[config.mk]
export PLATFORM = sky130hd
export DESIGN_NAME = voxel_grid_upsample
export DESIGN_NICKNAME = d
export VERILOG_FILES = /design/src/hdl/vgu_pkg.sv /design/src/hdl/vgu_regs.sv /design/src/hdl/vgu_mac.sv /design/src/hdl/vgu_seq.sv /design/src/hdl/voxel_grid_upsample.sv
export SDC_FILE = /design/constraint.sdc
export NUM_CORES = 2
export LEC_CHECK = 0
export BUFFER_PORTS_ARGS = -buffer_cell sky130_fd_sc_hd__buf_4
export CORE_MARGIN = 5
export CORE_UTILIZATION = 49
export CTS_CLUSTER_SIZE = 16
export DETAILED_ROUTE_END_ITERATION = 8
export PLACE_DENSITY = 0.71
export SETUP_SLACK_MARGIN = 0.5
export SLEW_MARGIN = 20
export SYNTH_ARGS = -nofsm -noshare
export SYNTH_HDL_FRONTEND = slang
export SYNTH_HIERARCHICAL = 1
export SYNTH_SLANG_ARGS = --single-unit
export TNS_END_PERCENT = 1
[constraint.sdc]
create_clock -name clk -period 20.9 [get_ports clk]
set_input_delay 2.09 -clock clk [delete_from_list [all_inputs] [get_ports clk]]
set_output_delay 2.09 -clock clk [all_outputs]
set_load 0.01 [all_outputs]
[src/hdl/vgu_pkg.sv]
// ----------------------------------------------------------------------------
// vgu_pkg: shared types and constants of the voxel grid upsampler
// Field widths, multiply-accumulate operand widths, register codes and the
// configuration bundle passed from the register file to the sequencer.
// ----------------------------------------------------------------------------
package vgu_pkg;

	// grid and index sizing
	localparam int COORD_BITS   = 16;
	localparam int MAX_RATIO    = 4;
	localparam int INDEX_BITS   = 30;

	// fixed field widths of the ports
	localparam int REG_BITS        = 48;
	localparam int APB_DATA_BITS   = 64;
	localparam int APB_ADDR_BITS   = 6;
	localparam int REG_IDX_BITS    = APB_ADDR_BITS - 3;
	localparam int DENSITY_BITS    = 32;
	localparam int FINE_INDEX_BITS = 30;
	localparam int COUNT_BITS      = 30;

	// derived widths
	localparam int RATIO_BITS   = $clog2(MAX_RATIO + 1);
	localparam int MUL_A_BITS   = (INDEX_BITS > COORD_BITS) ? INDEX_BITS : COORD_BITS;
	localparam int MUL_B_BITS   = COORD_BITS + 3;
	localparam int ACC_RAW_BITS = MUL_A_BITS + MUL_B_BITS;
	localparam int ACC_BITS     = (ACC_RAW_BITS > 64) ? 64 : ACC_RAW_BITS;

	typedef logic [COORD_BITS-1:0]          coord_t;
	typedef coord_t [2:0]                   vec3_t;
	typedef logic [RATIO_BITS-1:0]          ratio_t;
	typedef logic signed [ACC_BITS-1:0]     acc_t;
	typedef logic signed [DENSITY_BITS-1:0] density_t;
	typedef logic [INDEX_BITS-1:0]          index_t;
	typedef logic [COUNT_BITS-1:0]          count_t;

	// register map, one 64-bit slot per register
	typedef enum logic [REG_IDX_BITS-1:0] {
		REG_CSIZE = 3'd0,
		REG_FSIZE = 3'd1,
		REG_CORG  = 3'd2,
		REG_FORG  = 3'd3,
		REG_CDIM  = 3'd4,
		REG_FDIM  = 3'd5
	} reg_idx_t;

	localparam logic [REG_BITS-1:0] REG_RESET_ONES = 48'h0001_0001_0001;
	localparam count_t              COUNT_MAX      = '1;
	localparam density_t            EMPTY_DENSITY  = density_t'(32'h8000_0000);

	// configuration as seen by the sequencer, x in element 0
	typedef struct packed {
		vec3_t        csize;
		vec3_t        fsize;
		vec3_t        corg;
		vec3_t        forg;
		vec3_t        cdim;
		vec3_t        fdim;
		ratio_t [2:0] ratio;
	} cfg_t;

	// one operation of the shared multiply-accumulate unit
	typedef struct packed {
		logic                  acc;
		logic                  sub;
		logic [MUL_A_BITS-1:0] mul_a;
		logic [MUL_B_BITS-1:0] mul_b;
		acc_t                  addend;
	} mac_op_t;

endpackage

[src/hdl/vgu_regs.sv]
// ----------------------------------------------------------------------------
// vgu_regs: configuration register file
// APB-style write and read of the six 48-bit grid registers, field split
// and per-axis ratio of coarse to fine voxel size.
// ----------------------------------------------------------------------------
module vgu_regs import vgu_pkg::*; (
	input  logic                     clk,
	input  logic                     arst_n,
	input  logic                     psel,
	input  logic                     penable,
	input  logic                     pwrite,
	input  logic [APB_ADDR_BITS-1:0] paddr,
	input  logic [APB_DATA_BITS-1:0] pwdata,
	output logic [APB_DATA_BITS-1:0] prdata,
	output logic                     pready,
	output cfg_t                     cfg
);

	localparam int RM_BITS = COORD_BITS + 3;

	logic [REG_BITS-1:0] csize_q, fsize_q, corg_q, forg_q, cdim_q, fdim_q;
	reg_idx_t            idx;
	logic                wr_en;

	// split a register into its three coordinate fields
	function automatic vec3_t split(logic [REG_BITS-1:0] r);
		logic [63:0] w;
		vec3_t       v;
		w = 64'(r);
		for (int f = 0; f < 3; f++) begin
			v[f] = COORD_BITS'(w >> (COORD_BITS * f));
		end
		return v;
	endfunction

	// truncated quotient clamped to the largest ratio, found by compares
	function automatic ratio_t calc_ratio(coord_t c, coord_t d);
		ratio_t               r;
		logic [RM_BITS-1:0]   m;
		r = '0;
		m = '0;
		if (d == '0) begin
			r = RATIO_BITS'(MAX_RATIO);
		end else begin
			for (int k = 1; k <= MAX_RATIO; k++) begin
				m = RM_BITS'(d) * RM_BITS'(k);
				if (RM_BITS'(c) >= m) r = RATIO_BITS'(k);
			end
		end
		return r;
	endfunction

	assign idx    = reg_idx_t'(paddr[APB_ADDR_BITS-1:3]);
	assign wr_en  = psel && penable && pwrite && pready;
	assign pready = 1'b1;

	// register write
	always_ff @(posedge clk or negedge arst_n) begin
		if (!arst_n) begin
			csize_q <= REG_RESET_ONES;
			fsize_q <= REG_RESET_ONES;
			corg_q  <= '0;
			forg_q  <= '0;
			cdim_q  <= REG_RESET_ONES;
			fdim_q  <= REG_RESET_ONES;
		end else if (wr_en) begin
			unique case (idx)
				REG_CSIZE: csize_q <= pwdata[REG_BITS-1:0];
				REG_FSIZE: fsize_q <= pwdata[REG_BITS-1:0];
				REG_CORG:  corg_q  <= pwdata[REG_BITS-1:0];
				REG_FORG:  forg_q  <= pwdata[REG_BITS-1:0];
				REG_CDIM:  cdim_q  <= pwdata[REG_BITS-1:0];
				REG_FDIM:  fdim_q  <= pwdata[REG_BITS-1:0];
				default: ;
			endcase
		end
	end

	// register read
	always_comb begin
		unique case (idx)
			REG_CSIZE: prdata = APB_DATA_BITS'(csize_q);
			REG_FSIZE: prdata = APB_DATA_BITS'(fsize_q);
			REG_CORG:  prdata = APB_DATA_BITS'(corg_q);
			REG_FORG:  prdata = APB_DATA_BITS'(forg_q);
			REG_CDIM:  prdata = APB_DATA_BITS'(cdim_q);
			REG_FDIM:  prdata = APB_DATA_BITS'(fdim_q);
			default:   prdata = '0;
		endcase
	end

	// configuration bundle
	always_comb begin
		cfg.csize = split(csize_q);
		cfg.fsize = split(fsize_q);
		cfg.corg  = split(corg_q);
		cfg.forg  = split(forg_q);
		cfg.cdim  = split(cdim_q);
		cfg.fdim  = split(fdim_q);
		for (int f = 0; f < 3; f++) begin
			cfg.ratio[f] = calc_ratio(cfg.csize[f], cfg.fsize[f]);
		end
	end

endmodule

[src/hdl/vgu_mac.sv]
// ----------------------------------------------------------------------------
// vgu_mac: shared multiply-accumulate unit
// Registered addend +/- a*b, with the previous result as addend on request.
// ----------------------------------------------------------------------------
module vgu_mac import vgu_pkg::*; (
	input  logic    clk,
	input  mac_op_t op,
	output acc_t    res
);

	logic [ACC_RAW_BITS-1:0] prod_full;
	acc_t                    prod;
	acc_t                    base;
	acc_t                    sum;
	acc_t                    res_s1;

	// product, then add or subtract onto the chosen base
	assign prod_full = op.mul_a * op.mul_b;
	assign prod      = acc_t'(prod_full);
	assign base      = op.acc ? res_s1 : op.addend;
	assign sum       = op.sub ? (base - prod) : (base + prod);

	always_ff @(posedge clk) begin
		res_s1 <= sum;
	end

	assign res = res_s1;

endmodule

[src/hdl/vgu_seq.sv]
// ----------------------------------------------------------------------------
// vgu_seq: item sequencer
// Position counters, setup of block offsets on the shared multiply-accumulate
// unit, the sub-voxel walk with overlap test and index stepping, and the
// output register.
// ----------------------------------------------------------------------------
module vgu_seq import vgu_pkg::*; (
	input  logic                       clk,
	input  logic                       arst_n,
	input  cfg_t                       cfg,
	input  logic                       in_valid,
	output logic                       in_ready,
	input  density_t                   density,
	output logic                       out_valid,
	input  logic                       out_ready,
	output logic [FINE_INDEX_BITS-1:0] fine_index,
	output density_t                   value,
	output logic                       write,
	output count_t                     filled_count,
	output logic                       last,
	output mac_op_t                    mac_op,
	input  acc_t                       mac_res
);

	typedef enum logic [1:0] {
		ST_IDLE,
		ST_SETUP,
		ST_EMIT
	} state_t;

	typedef enum logic [3:0] {
		STP_BX,
		STP_BY,
		STP_BZ,
		STP_FXY,
		STP_OX0,
		STP_OX1,
		STP_OY0,
		STP_OY1,
		STP_OZ0,
		STP_OZ1,
		STP_IX0,
		STP_IX1,
		STP_CAP
	} step_t;

	state_t st_q;
	step_t  step_q;

	// position and running count
	coord_t pos_x_q, pos_y_q, pos_z_q;
	count_t written_total_q;

	// item snapshot
	coord_t   ipx_q, ipy_q, ipz_q;
	ratio_t   nx_q, ny_q, nz_q;
	density_t dens_q;

	// setup results
	logic [MUL_B_BITS-1:0] bx_q, by_q, bz_q;
	index_t                fdxy_q;
	acc_t                  ox_q, oy_q, oz_q;

	// walk state
	ratio_t a_q, b_q, c_q;
	acc_t   tx_q, ty_q, tz_q;
	index_t idx_q, row_q, plane_q;

	// output register
	logic                       out_valid_q;
	logic [FINE_INDEX_BITS-1:0] out_index_q;
	density_t                   out_value_q;
	logic                       out_write_q;
	count_t                     out_filled_q;
	logic                       out_last_q;

	logic   in_fire, item_live, out_take, emit_fire;
	logic   x_wrap, y_wrap, z_wrap;
	coord_t pos_x_nx, pos_y_nx, pos_z_nx;
	logic   ov_x, ov_y, ov_z, w;
	logic   last_sub;
	count_t cnt_next;
	ratio_t a_inc, b_inc, c_inc;
	index_t row_step, plane_step;

	// box overlap on one axis: -fs < t < cs
	function automatic logic overlap(acc_t t, coord_t cs, coord_t fs);
		acc_t cs_e;
		acc_t tf;
		cs_e = acc_t'(cs);
		tf   = t + acc_t'(fs);
		return (t < cs_e) && (tf > acc_t'(0));
	endfunction

	function automatic acc_t org_diff(coord_t f, coord_t c);
		return acc_t'($signed(f)) - acc_t'($signed(c));
	endfunction

	assign in_ready  = (st_q == ST_IDLE);
	assign in_fire   = in_valid && in_ready;
	assign item_live = (density != EMPTY_DENSITY) && (cfg.ratio[0] != '0)
		&& (cfg.ratio[1] != '0) && (cfg.ratio[2] != '0);
	assign out_take  = out_valid_q && out_ready;
	assign emit_fire = (st_q == ST_EMIT) && (!out_valid_q || out_ready);

	// raster position advance, a zero dimension pins its counter
	always_comb begin
		x_wrap   = !(({1'b0, pos_x_q} + 1'b1) < {1'b0, cfg.cdim[0]});
		y_wrap   = !(({1'b0, pos_y_q} + 1'b1) < {1'b0, cfg.cdim[1]});
		z_wrap   = !(({1'b0, pos_z_q} + 1'b1) < {1'b0, cfg.cdim[2]});
		pos_x_nx = x_wrap ? '0 : pos_x_q + 1'b1;
		pos_y_nx = pos_y_q;
		pos_z_nx = pos_z_q;
		if (x_wrap) begin
			pos_y_nx = y_wrap ? '0 : pos_y_q + 1'b1;
			if (y_wrap) begin
				pos_z_nx = z_wrap ? '0 : pos_z_q + 1'b1;
			end
		end
	end

	// operand selection for the shared unit
	always_comb begin
		mac_op = '0;
		unique case (step_q)
			STP_BX: begin
				mac_op.mul_a = MUL_A_BITS'(ipx_q);
				mac_op.mul_b = MUL_B_BITS'(nx_q);
			end
			STP_BY: begin
				mac_op.mul_a = MUL_A_BITS'(ipy_q);
				mac_op.mul_b = MUL_B_BITS'(ny_q);
			end
			STP_BZ: begin
				mac_op.mul_a = MUL_A_BITS'(ipz_q);
				mac_op.mul_b = MUL_B_BITS'(nz_q);
			end
			STP_FXY: begin
				mac_op.mul_a = MUL_A_BITS'(cfg.fdim[0]);
				mac_op.mul_b = MUL_B_BITS'(cfg.fdim[1]);
			end
			STP_OX0: begin
				mac_op.mul_a  = MUL_A_BITS'(cfg.fsize[0]);
				mac_op.mul_b  = bx_q;
				mac_op.addend = org_diff(cfg.forg[0], cfg.corg[0]);
			end
			STP_OX1: begin
				mac_op.mul_a = MUL_A_BITS'(cfg.csize[0]);
				mac_op.mul_b = MUL_B_BITS'(ipx_q);
				mac_op.sub   = 1'b1;
				mac_op.acc   = 1'b1;
			end
			STP_OY0: begin
				mac_op.mul_a  = MUL_A_BITS'(cfg.fsize[1]);
				mac_op.mul_b  = by_q;
				mac_op.addend = org_diff(cfg.forg[1], cfg.corg[1]);
			end
			STP_OY1: begin
				mac_op.mul_a = MUL_A_BITS'(cfg.csize[1]);
				mac_op.mul_b = MUL_B_BITS'(ipy_q);
				mac_op.sub   = 1'b1;
				mac_op.acc   = 1'b1;
			end
			STP_OZ0: begin
				mac_op.mul_a  = MUL_A_BITS'(cfg.fsize[2]);
				mac_op.mul_b  = bz_q;
				mac_op.addend = org_diff(cfg.forg[2], cfg.corg[2]);
			end
			STP_OZ1: begin
				mac_op.mul_a = MUL_A_BITS'(cfg.csize[2]);
				mac_op.mul_b = MUL_B_BITS'(ipz_q);
				mac_op.sub   = 1'b1;
				mac_op.acc   = 1'b1;
			end
			STP_IX0: begin
				mac_op.mul_a  = MUL_A_BITS'(cfg.fdim[0]);
				mac_op.mul_b  = by_q;
				mac_op.addend = acc_t'(bx_q);
			end
			STP_IX1: begin
				mac_op.mul_a = MUL_A_BITS'(fdxy_q);
				mac_op.mul_b = bz_q;
				mac_op.acc   = 1'b1;
			end
			STP_CAP: ;
			default: ;
		endcase
	end

	// current sub-voxel: overlap, count and index steps
	always_comb begin
		ov_x       = overlap(tx_q, cfg.csize[0], cfg.fsize[0]);
		ov_y       = overlap(ty_q, cfg.csize[1], cfg.fsize[1]);
		ov_z       = overlap(tz_q, cfg.csize[2], cfg.fsize[2]);
		w          = ov_x && ov_y && ov_z;
		a_inc      = RATIO_BITS'(a_q + 1'b1);
		b_inc      = RATIO_BITS'(b_q + 1'b1);
		c_inc      = RATIO_BITS'(c_q + 1'b1);
		last_sub   = (a_inc == nx_q) && (b_inc == ny_q) && (c_inc == nz_q);
		cnt_next   = (w && (written_total_q != COUNT_MAX)) ? written_total_q + 1'b1
			: written_total_q;
		row_step   = row_q + INDEX_BITS'(cfg.fdim[0]);
		plane_step = plane_q + fdxy_q;
	end

	// sequencer, walk and output register
	always_ff @(posedge clk or negedge arst_n) begin
		if (!arst_n) begin
			st_q            <= ST_IDLE;
			step_q          <= STP_BX;
			pos_x_q         <= '0;
			pos_y_q         <= '0;
			pos_z_q         <= '0;
			written_total_q <= '0;
			out_valid_q     <= 1'b0;
		end else begin
			if (out_take && !emit_fire) out_valid_q <= 1'b0;
			unique case (st_q)
				ST_IDLE: begin
					if (in_fire) begin
						pos_x_q <= pos_x_nx;
						pos_y_q <= pos_y_nx;
						pos_z_q <= pos_z_nx;
						ipx_q   <= pos_x_q;
						ipy_q   <= pos_y_q;
						ipz_q   <= pos_z_q;
						nx_q    <= cfg.ratio[0];
						ny_q    <= cfg.ratio[1];
						nz_q    <= cfg.ratio[2];
						dens_q  <= density;
						if (item_live) begin
							st_q   <= ST_SETUP;
							step_q <= STP_BX;
						end
					end
				end
				ST_SETUP: begin
					if (step_q != STP_CAP) step_q <= step_t'(step_q + 4'd1);
					// the unit's output holds the previous step's result
					unique case (step_q)
						STP_BY:  bx_q   <= MUL_B_BITS'(mac_res);
						STP_BZ:  by_q   <= MUL_B_BITS'(mac_res);
						STP_FXY: bz_q   <= MUL_B_BITS'(mac_res);
						STP_OX0: fdxy_q <= INDEX_BITS'(mac_res);
						STP_OY0: ox_q   <= mac_res;
						STP_OZ0: oy_q   <= mac_res;
						STP_IX0: oz_q   <= mac_res;
						STP_CAP: begin
							idx_q   <= INDEX_BITS'(mac_res);
							row_q   <= INDEX_BITS'(mac_res);
							plane_q <= INDEX_BITS'(mac_res);
							tx_q    <= ox_q;
							ty_q    <= oy_q;
							tz_q    <= oz_q;
							a_q     <= '0;
							b_q     <= '0;
							c_q     <= '0;
							step_q  <= STP_BX;
							st_q    <= ST_EMIT;
						end
						default: ;
					endcase
				end
				ST_EMIT: begin
					if (emit_fire) begin
						out_valid_q     <= 1'b1;
						out_index_q     <= FINE_INDEX_BITS'(idx_q);
						out_value_q     <= dens_q;
						out_write_q     <= w;
						out_filled_q    <= cnt_next;
						out_last_q      <= last_sub;
						written_total_q <= cnt_next;
						// x inner, y middle, z outer
						if (a_inc != nx_q) begin
							a_q   <= a_inc;
							tx_q  <= tx_q + acc_t'(cfg.fsize[0]);
							idx_q <= idx_q + 1'b1;
						end else begin
							a_q  <= '0;
							tx_q <= ox_q;
							if (b_inc != ny_q) begin
								b_q   <= b_inc;
								ty_q  <= ty_q + acc_t'(cfg.fsize[1]);
								row_q <= row_step;
								idx_q <= row_step;
							end else begin
								b_q  <= '0;
								ty_q <= oy_q;
								if (c_inc != nz_q) begin
									c_q     <= c_inc;
									tz_q    <= tz_q + acc_t'(cfg.fsize[2]);
									plane_q <= plane_step;
									row_q   <= plane_step;
									idx_q   <= plane_step;
								end else begin
									st_q <= ST_IDLE;
								end
							end
						end
					end
				end
				default: st_q <= ST_IDLE;
			endcase
		end
	end

	assign out_valid    = out_valid_q;
	assign fine_index   = out_index_q;
	assign value        = out_value_q;
	assign write        = out_write_q;
	assign filled_count = out_filled_q;
	assign last         = out_last_q;

	// walk counters stay inside the block
	a_walk_range: assert property (@(posedge clk) disable iff (!arst_n)
		(st_q == ST_EMIT) |-> ((a_q < nx_q) && (b_q < ny_q) && (c_q < nz_q)))
		else $error("sub-voxel counter beyond ratio");

	// no walk for a zero ratio
	a_walk_nonzero: assert property (@(posedge clk) disable iff (!arst_n)
		(st_q == ST_EMIT) |-> ((nx_q != '0) && (ny_q != '0) && (nz_q != '0)))
		else $error("walk started with a zero ratio");

	// final sub-voxel ends the item
	a_last_ends: assert property (@(posedge clk) disable iff (!arst_n)
		(emit_fire && last_sub) |=> (st_q == ST_IDLE))
		else $error("sequencer busy after final sub-voxel");

	// setup always precedes the walk
	a_setup_first: assert property (@(posedge clk) disable iff (!arst_n)
		in_fire |=> (st_q != ST_EMIT))
		else $error("walk entered without setup");

	// a written result is always counted
	a_count_written: assert property (@(posedge clk) disable iff (!arst_n)
		(out_valid_q && out_write_q) |-> (out_filled_q != '0))
		else $error("written result with zero filled count");

endmodule

[src/hdl/voxel_grid_upsample.sv]
// ----------------------------------------------------------------------------
// voxel_grid_upsample: nearest-neighbour upsampling of a coarse voxel grid
// Coarse densities enter in raster order; each non-empty voxel yields one
// result per fine sub-voxel with index, density, overlap flag, running
// written count and a last marker.
// ----------------------------------------------------------------------------
// An empty voxel (the minimum density) or a zero ratio on any axis is taken
// without a setup and gives no results, but still advances the x, y, z position.
// Any other voxel runs a setup on one shared multiply-accumulate unit (block
// base per axis, fine row-plane stride, box offsets per axis and the base
// index), then walks its nx*ny*nz sub-voxels at one result per cycle while the
// output is not stalled. The next voxel is taken as soon as the final result
// sits in the output register. Per-axis ratios follow the configuration
// registers combinationally and are sampled when a voxel is taken, so a write
// to them takes effect from the next voxel taken.
module voxel_grid_upsample import vgu_pkg::*; (
	input  logic                       clk,
	input  logic                       arst_n,
	input  logic                       psel,
	input  logic                       penable,
	input  logic                       pwrite,
	input  logic [APB_ADDR_BITS-1:0]   paddr,
	input  logic [APB_DATA_BITS-1:0]   pwdata,
	output logic [APB_DATA_BITS-1:0]   prdata,
	output logic                       pready,
	input  logic                       in_valid,
	output logic                       in_ready,
	input  density_t                   density,
	output logic                       out_valid,
	input  logic                       out_ready,
	output logic [FINE_INDEX_BITS-1:0] fine_index,
	output density_t                   value,
	output logic                       write,
	output count_t                     filled_count,
	output logic                       last
);

	cfg_t    cfg;
	mac_op_t mac_op;
	acc_t    mac_res;

	// configuration registers
	vgu_regs u_regs (
		.clk     (clk),
		.arst_n  (arst_n),
		.psel    (psel),
		.penable (penable),
		.pwrite  (pwrite),
		.paddr   (paddr),
		.pwdata  (pwdata),
		.prdata  (prdata),
		.pready  (pready),
		.cfg     (cfg)
	);

	// shared arithmetic unit
	vgu_mac u_mac (
		.clk (clk),
		.op  (mac_op),
		.res (mac_res)
	);

	// sequencer and output register
	vgu_seq u_seq (
		.clk          (clk),
		.arst_n       (arst_n),
		.cfg          (cfg),
		.in_valid     (in_valid),
		.in_ready     (in_ready),
		.density      (density),
		.out_valid    (out_valid),
		.out_ready    (out_ready),
		.fine_index   (fine_index),
		.value        (value),
		.write        (write),
		.filled_count (filled_count),
		.last         (last),
		.mac_op       (mac_op),
		.mac_res      (mac_res)
	);

endmodule
# After elaboration in Yosys (flattened, before gate mapping)
# Index checks and enable logic that the tools add are counted.
[classes]
addsub = 22
n_eq_ne = 39
n_mul = 4
magnitude_cmp = 21
bitwise_logic = 2
n_reduce_logical = 59
mux = 83
[ops]
columns = ["op", "n"]
rows = [
  ["$mux W49", 14],
  ["$pmux W49 S12", 1],
  ["$mux W30", 11],
  ["$pmux W49 S2", 3],
  ["$pmux W48 S6", 1],
  ["$pmux W49 S4", 1],
  ["$pmux W30 S2", 3],
  ["$add A49 B17 Y49", 3],
  ["$gt A49 B1 Y1 const B", 3],
  ["$lt A49 B17 Y1", 3],
  ["$ge A16 B18 Y1", 6],
  ["$add A30 B1 Y30 const B", 2],
  ["$mul A16 B2 Y18 const B", 3],
  ["$add A16 B1 Y17 const B", 3],
  ["$ge A16 B17 Y1", 3],
  ["$lt A17 B16 Y1", 3],
  ["$sub A16 B16 Y17", 3],
  ["$add A49 B49 Y49", 1],
  ["$mul A30 B19 Y49", 1],
  ["$sub A49 B49 Y49", 1],
  ["$add A16 B1 Y16 const B", 3],
  ["$ge A16 B16 Y1", 3],
  ["$logic_not A16 Y1", 3],
  ["$mux W16", 3],
  ["46 further kinds", 149],
]
[totals]
reg_bits = 1085
out_inout_bits = 161
word_cells = 272
input_bits = 109

# Logic depth before layout (Yosys ltp)
[logic_depth]
depth_word = 13
depth_mapped = 47
depth_no_buf = 42

# Modules after synthesis
# Netlist, hierarchy kept.
[modules_own_cells]
columns = ["module", "area_each_um2", "n_inst", "seq_area_each_um2", "cells_per_inst"]
rows = [
  ["vgu_seq", 43838.3, 1, 22036.1, 4158],
  ["vgu_mac", 23762.8, 1, 980.9, 2835],
  ["vgu_regs", 18519.0, 1, 7221.9, 1721],
]

# Worst setup path after synthesis
# OpenSTA, ideal clock, no wires.
[synth_timing]
path_type = "input -> register"
start = "in out_ready"
end = "reg u_seq.c_q[0], enable pin"
setup_ps = 648
path_slack_ps = 9080
required_ps = 20252
arrival_ps = 11172
cell_stages = 5
cell_sequence = "nand2b_1 -> or2_2 -> o2111a_1 -> and2_1 -> a21boi_0"
[synth_between]
elab_chain_len = 4
[synth_rtl]
columns = ["element", "line_no", "source"]
rows = [
  ["start: declaration", "voxel_grid_upsample.sv:30", "input logic out_ready,"],
  ["$logic_or A1 B1 Y1", "vgu_seq.sv:104", "assign emit_fire = (st_q == ST_EMIT) && (!out_valid_q || out_ready);"],
  ["$logic_and A1 B1 Y1", "vgu_seq.sv:104", ""],
  ["$ne A2 B1 Y1 (no source line)", "-", ""],
  ["$reduce_and A7 Y1 (no source line)", "-", ""],
  ["end signal: assignment", "vgu_seq.sv:290", "c_q <= c_inc;"],
  ["end: declaration", "vgu_seq.sv:65", "ratio_t a_q, b_q, c_q;"],
]
# Every way passes these cells.
# A chain may end at the register's enable or synchronous reset.

==> out/metrics.cfg <==
[sta]
min_period_ps=13700
post-route-period-util_pct=65.5
skew_ps=73.3
relSlewSlack_pct=11.3
rsz0062_at_grt=false
max_slew.worst_pin.slew_ps=1320
max_freq_mhz=73.0
timing_hold_violations_final=0
final.setup.tns_ps=0
setup_viol=0
slew_viol_final=0
holdWs_ps=392

[layout]
nets=10116
areaGrowthSynthToFinish_pct=9.95
final_util_pct=54.3
layout-drive-gt1-share_pct=11.6

[worst_setup_path]
critPathRequiredTime_ps=21530
crit_path_max_fanout=30
cp.arrival_ps=14330
start_kind=flop
cp-end-kind=flop
critPathKind=reg -> reg
cpMostUsedCell=fa_1
critPathSlowestCell=dfrtp_1
crit_path_max_incr_delay_ps=880

[route]
drt_iter0_markers=8525
wl_per_cell_um=26.4
wirelength_um=298000
drc=14
dr.pass1.iters=9
ant_nets=0
vias=69864
vias_per_cell=6.19

[synthesis]
synth_edf_count=663
ys_types=107
async_flop_share_pct=34.4
yosys.area.top_type=edfxtp_1
yosys.area.top_type_share_pct=23.1
synth_commonest_cells=913 x inv_1, 888 x nand2_1, 681 x ha_1, 663 x edfxtp_1, 487 x fa_1
yosysSeqAreaShare_pct=35.1
synth_top_flop_cell=edfxtp_1
syn_area_per_cell_um2=9.88
post-synth-top-count-cell=inv_1
syn_area_um2=86100
syn_inst=8714
ys_seq_elements=1085
synth_area_leaders=edfxtp_1 23%, fa_1 11%, dfrtp_1 10%
ys_warn_count=6

[pwr]
p_sw_uw=6480
pwr-share-seq_pct=25.1
p_per_area_nw_per_um2=143
p_leak_uw=0.0415
intPower_uw=7050
comb_power_share_pct=58.7
sw_frac_of_total_pct=47.9
ir_drop_v=0.000224
p_clk_share_pct=16.1

[global_routing]
grt_pass1_vias=68615
grt_max_degree=97
grt_first_pass_wirelength_um=439000
grtUsageTotal_pct=31.3
antenna_found_initial=47
gr-total-overflow=0

[floorplanning]
die_x_um=429
dieArea_um2=184000
initial_core_util_pct=49.4
core_um2=174000
die_h_um=429
fp-row-count=153
ios=270

[worst_hold_path]
hp-class=reg -> reg

[job]
max_cap_violations=0

[clock_network]
clk_pin_slew_ps=70
cts_tree=yes
cts_buffers=118
cts_setup_buffers=0
ctsHtreeMaxLevel=3
clockBufferDepth=3
ctsResizeCount=0
cts-hold-fix-buffers=0
clkLatencyLatePin_ps=790
cts.sinks=1085
cts-root-buf=clkbuf_16

[outcome]
status=finished, violations left
violations=design-rule violations

[placement]
dp_hpwl_um=225000
globalplace.congestion=1.02
portBuffers=233

[worst paths after layout]
| kind | start | endpoint | slack, ps | cells after the start |
|---|---|---|---|---|
| setup / recovery | u_seq/step_q[3] | u_mac/res[48] | 7200 | 36 |
| hold / removal | u_seq/dens_q[3] | u_seq/value[3] | 390 | 0 |
| setup reg to reg | u_seq/step_q[3] | u_mac/res[48] | 7200 | 36 |
| hold reg to reg | u_seq/dens_q[3] | u_seq/value[3] | 390 | 0 |
| max in group asynchronous | arst_n | u_regs/fsize_q[4] | 17820 | 3 |
| min in group asynchronous | arst_n | u_regs/cdim_q[24] | 1200 | 1 |
[cell families after synthesis]
| family | count (synthesis) | synth area share, % |
|---|---|---|
| other | 2 | 0.00872 |
| XOR/XNOR | 544 | 5.53 |
| multiplexers | 325 | 4.22 |
| AND/OR/NAND/NOR | 2511 | 14.4 |
| buffers and inverters | 1338 | 6.08 |
| AO/OA/AOI/OAI | 1741 | 13.4 |
| flip-flops | 1085 | 35.1 |
| adder cells (fa/ha/maj) | 1168 | 21.2 |
[critical path: cells and delay by family, from the launching register on]
| family | cells | cell delay [ps] |
|---|---|---|
| simple gates | 8 | 4080 |
| compound gates | 14 | 3990 |
| xor+xnor | 3 | 570 |
| flops | 1 | 880 |
| buf+inv | 3 | 180 |
| fa+ha+maj | 8 | 3800 |
[layout by cell type (no fill, tap or decap), types with 278 or more instances in the layout]
cell type,n
o21ai_0,413
a21oi_1,378
dfrtp_1,361
ha_1,680
inv_1,912
nand2_1,886
and2_1,278
edfxtp_1,663
fa_1,487
nor2_1,361
xnor2_1,336
buf_4,413
mux2_2,304
[state kept, by name (all words and copies together) (netlist names), 49 cells and up]
name        cells
u_mac/res      49
u_seq/ox_q     49
u_seq/tx_q     49
u_seq/oy_q     49
u_seq/tz_q     49
u_seq/ty_q     49
u_seq/oz_q     49
[stage by stage]
stage | area (um2) | cells | total power, uW | setup WS (ps)
global route | 94700 | 11278 | 14500 | 6730
CTS | 94600 | 11268 | 13400 | 7470
detailed placement | 90600 | 11043 | 11200 | 7490
global placement | 90600 | 11043 | 11000 | 7680
finish | 94700 | 11285 | 13500 | 7200
floorplan | 86200 | 8729 | 8860 | 9080
[area by class of cell]
class | count | area, um2
fill | 15289 | 79700
multi-input combinational | 6306 | 50900
sequential | 1085 | 30200
inverter | 913 | 3430
clock buffer | 152 | 3210
timing repair buffer | 415 | 3140
tap | 2325 | 2910
clock inverter | 73 | 811
antenna | 16 | 40.0
[metal layers]
metal  global-route usage (%)  wire, um  vias up
met3                     8.90     34200      700
li1                         -         -    30768
met1                     42.2    120000    34734
met2                     47.0    128000     3642
met5                        0       110        -
met4                     14.2     15500       20
[power groups by stage]
stage	combinational [uW]	clock [uW]	sequential, uW
2_1_floorplan	5720	0	3130
3_3_place_gp	7590	0	3400
3_5_place_dp	7750	0	3410
4_1_cts	7800	2210	3370
5_1_grt	8800	2300	3410
6_report	7940	2180	3400
No activity file was read; power rests on OpenSTA's default activity.
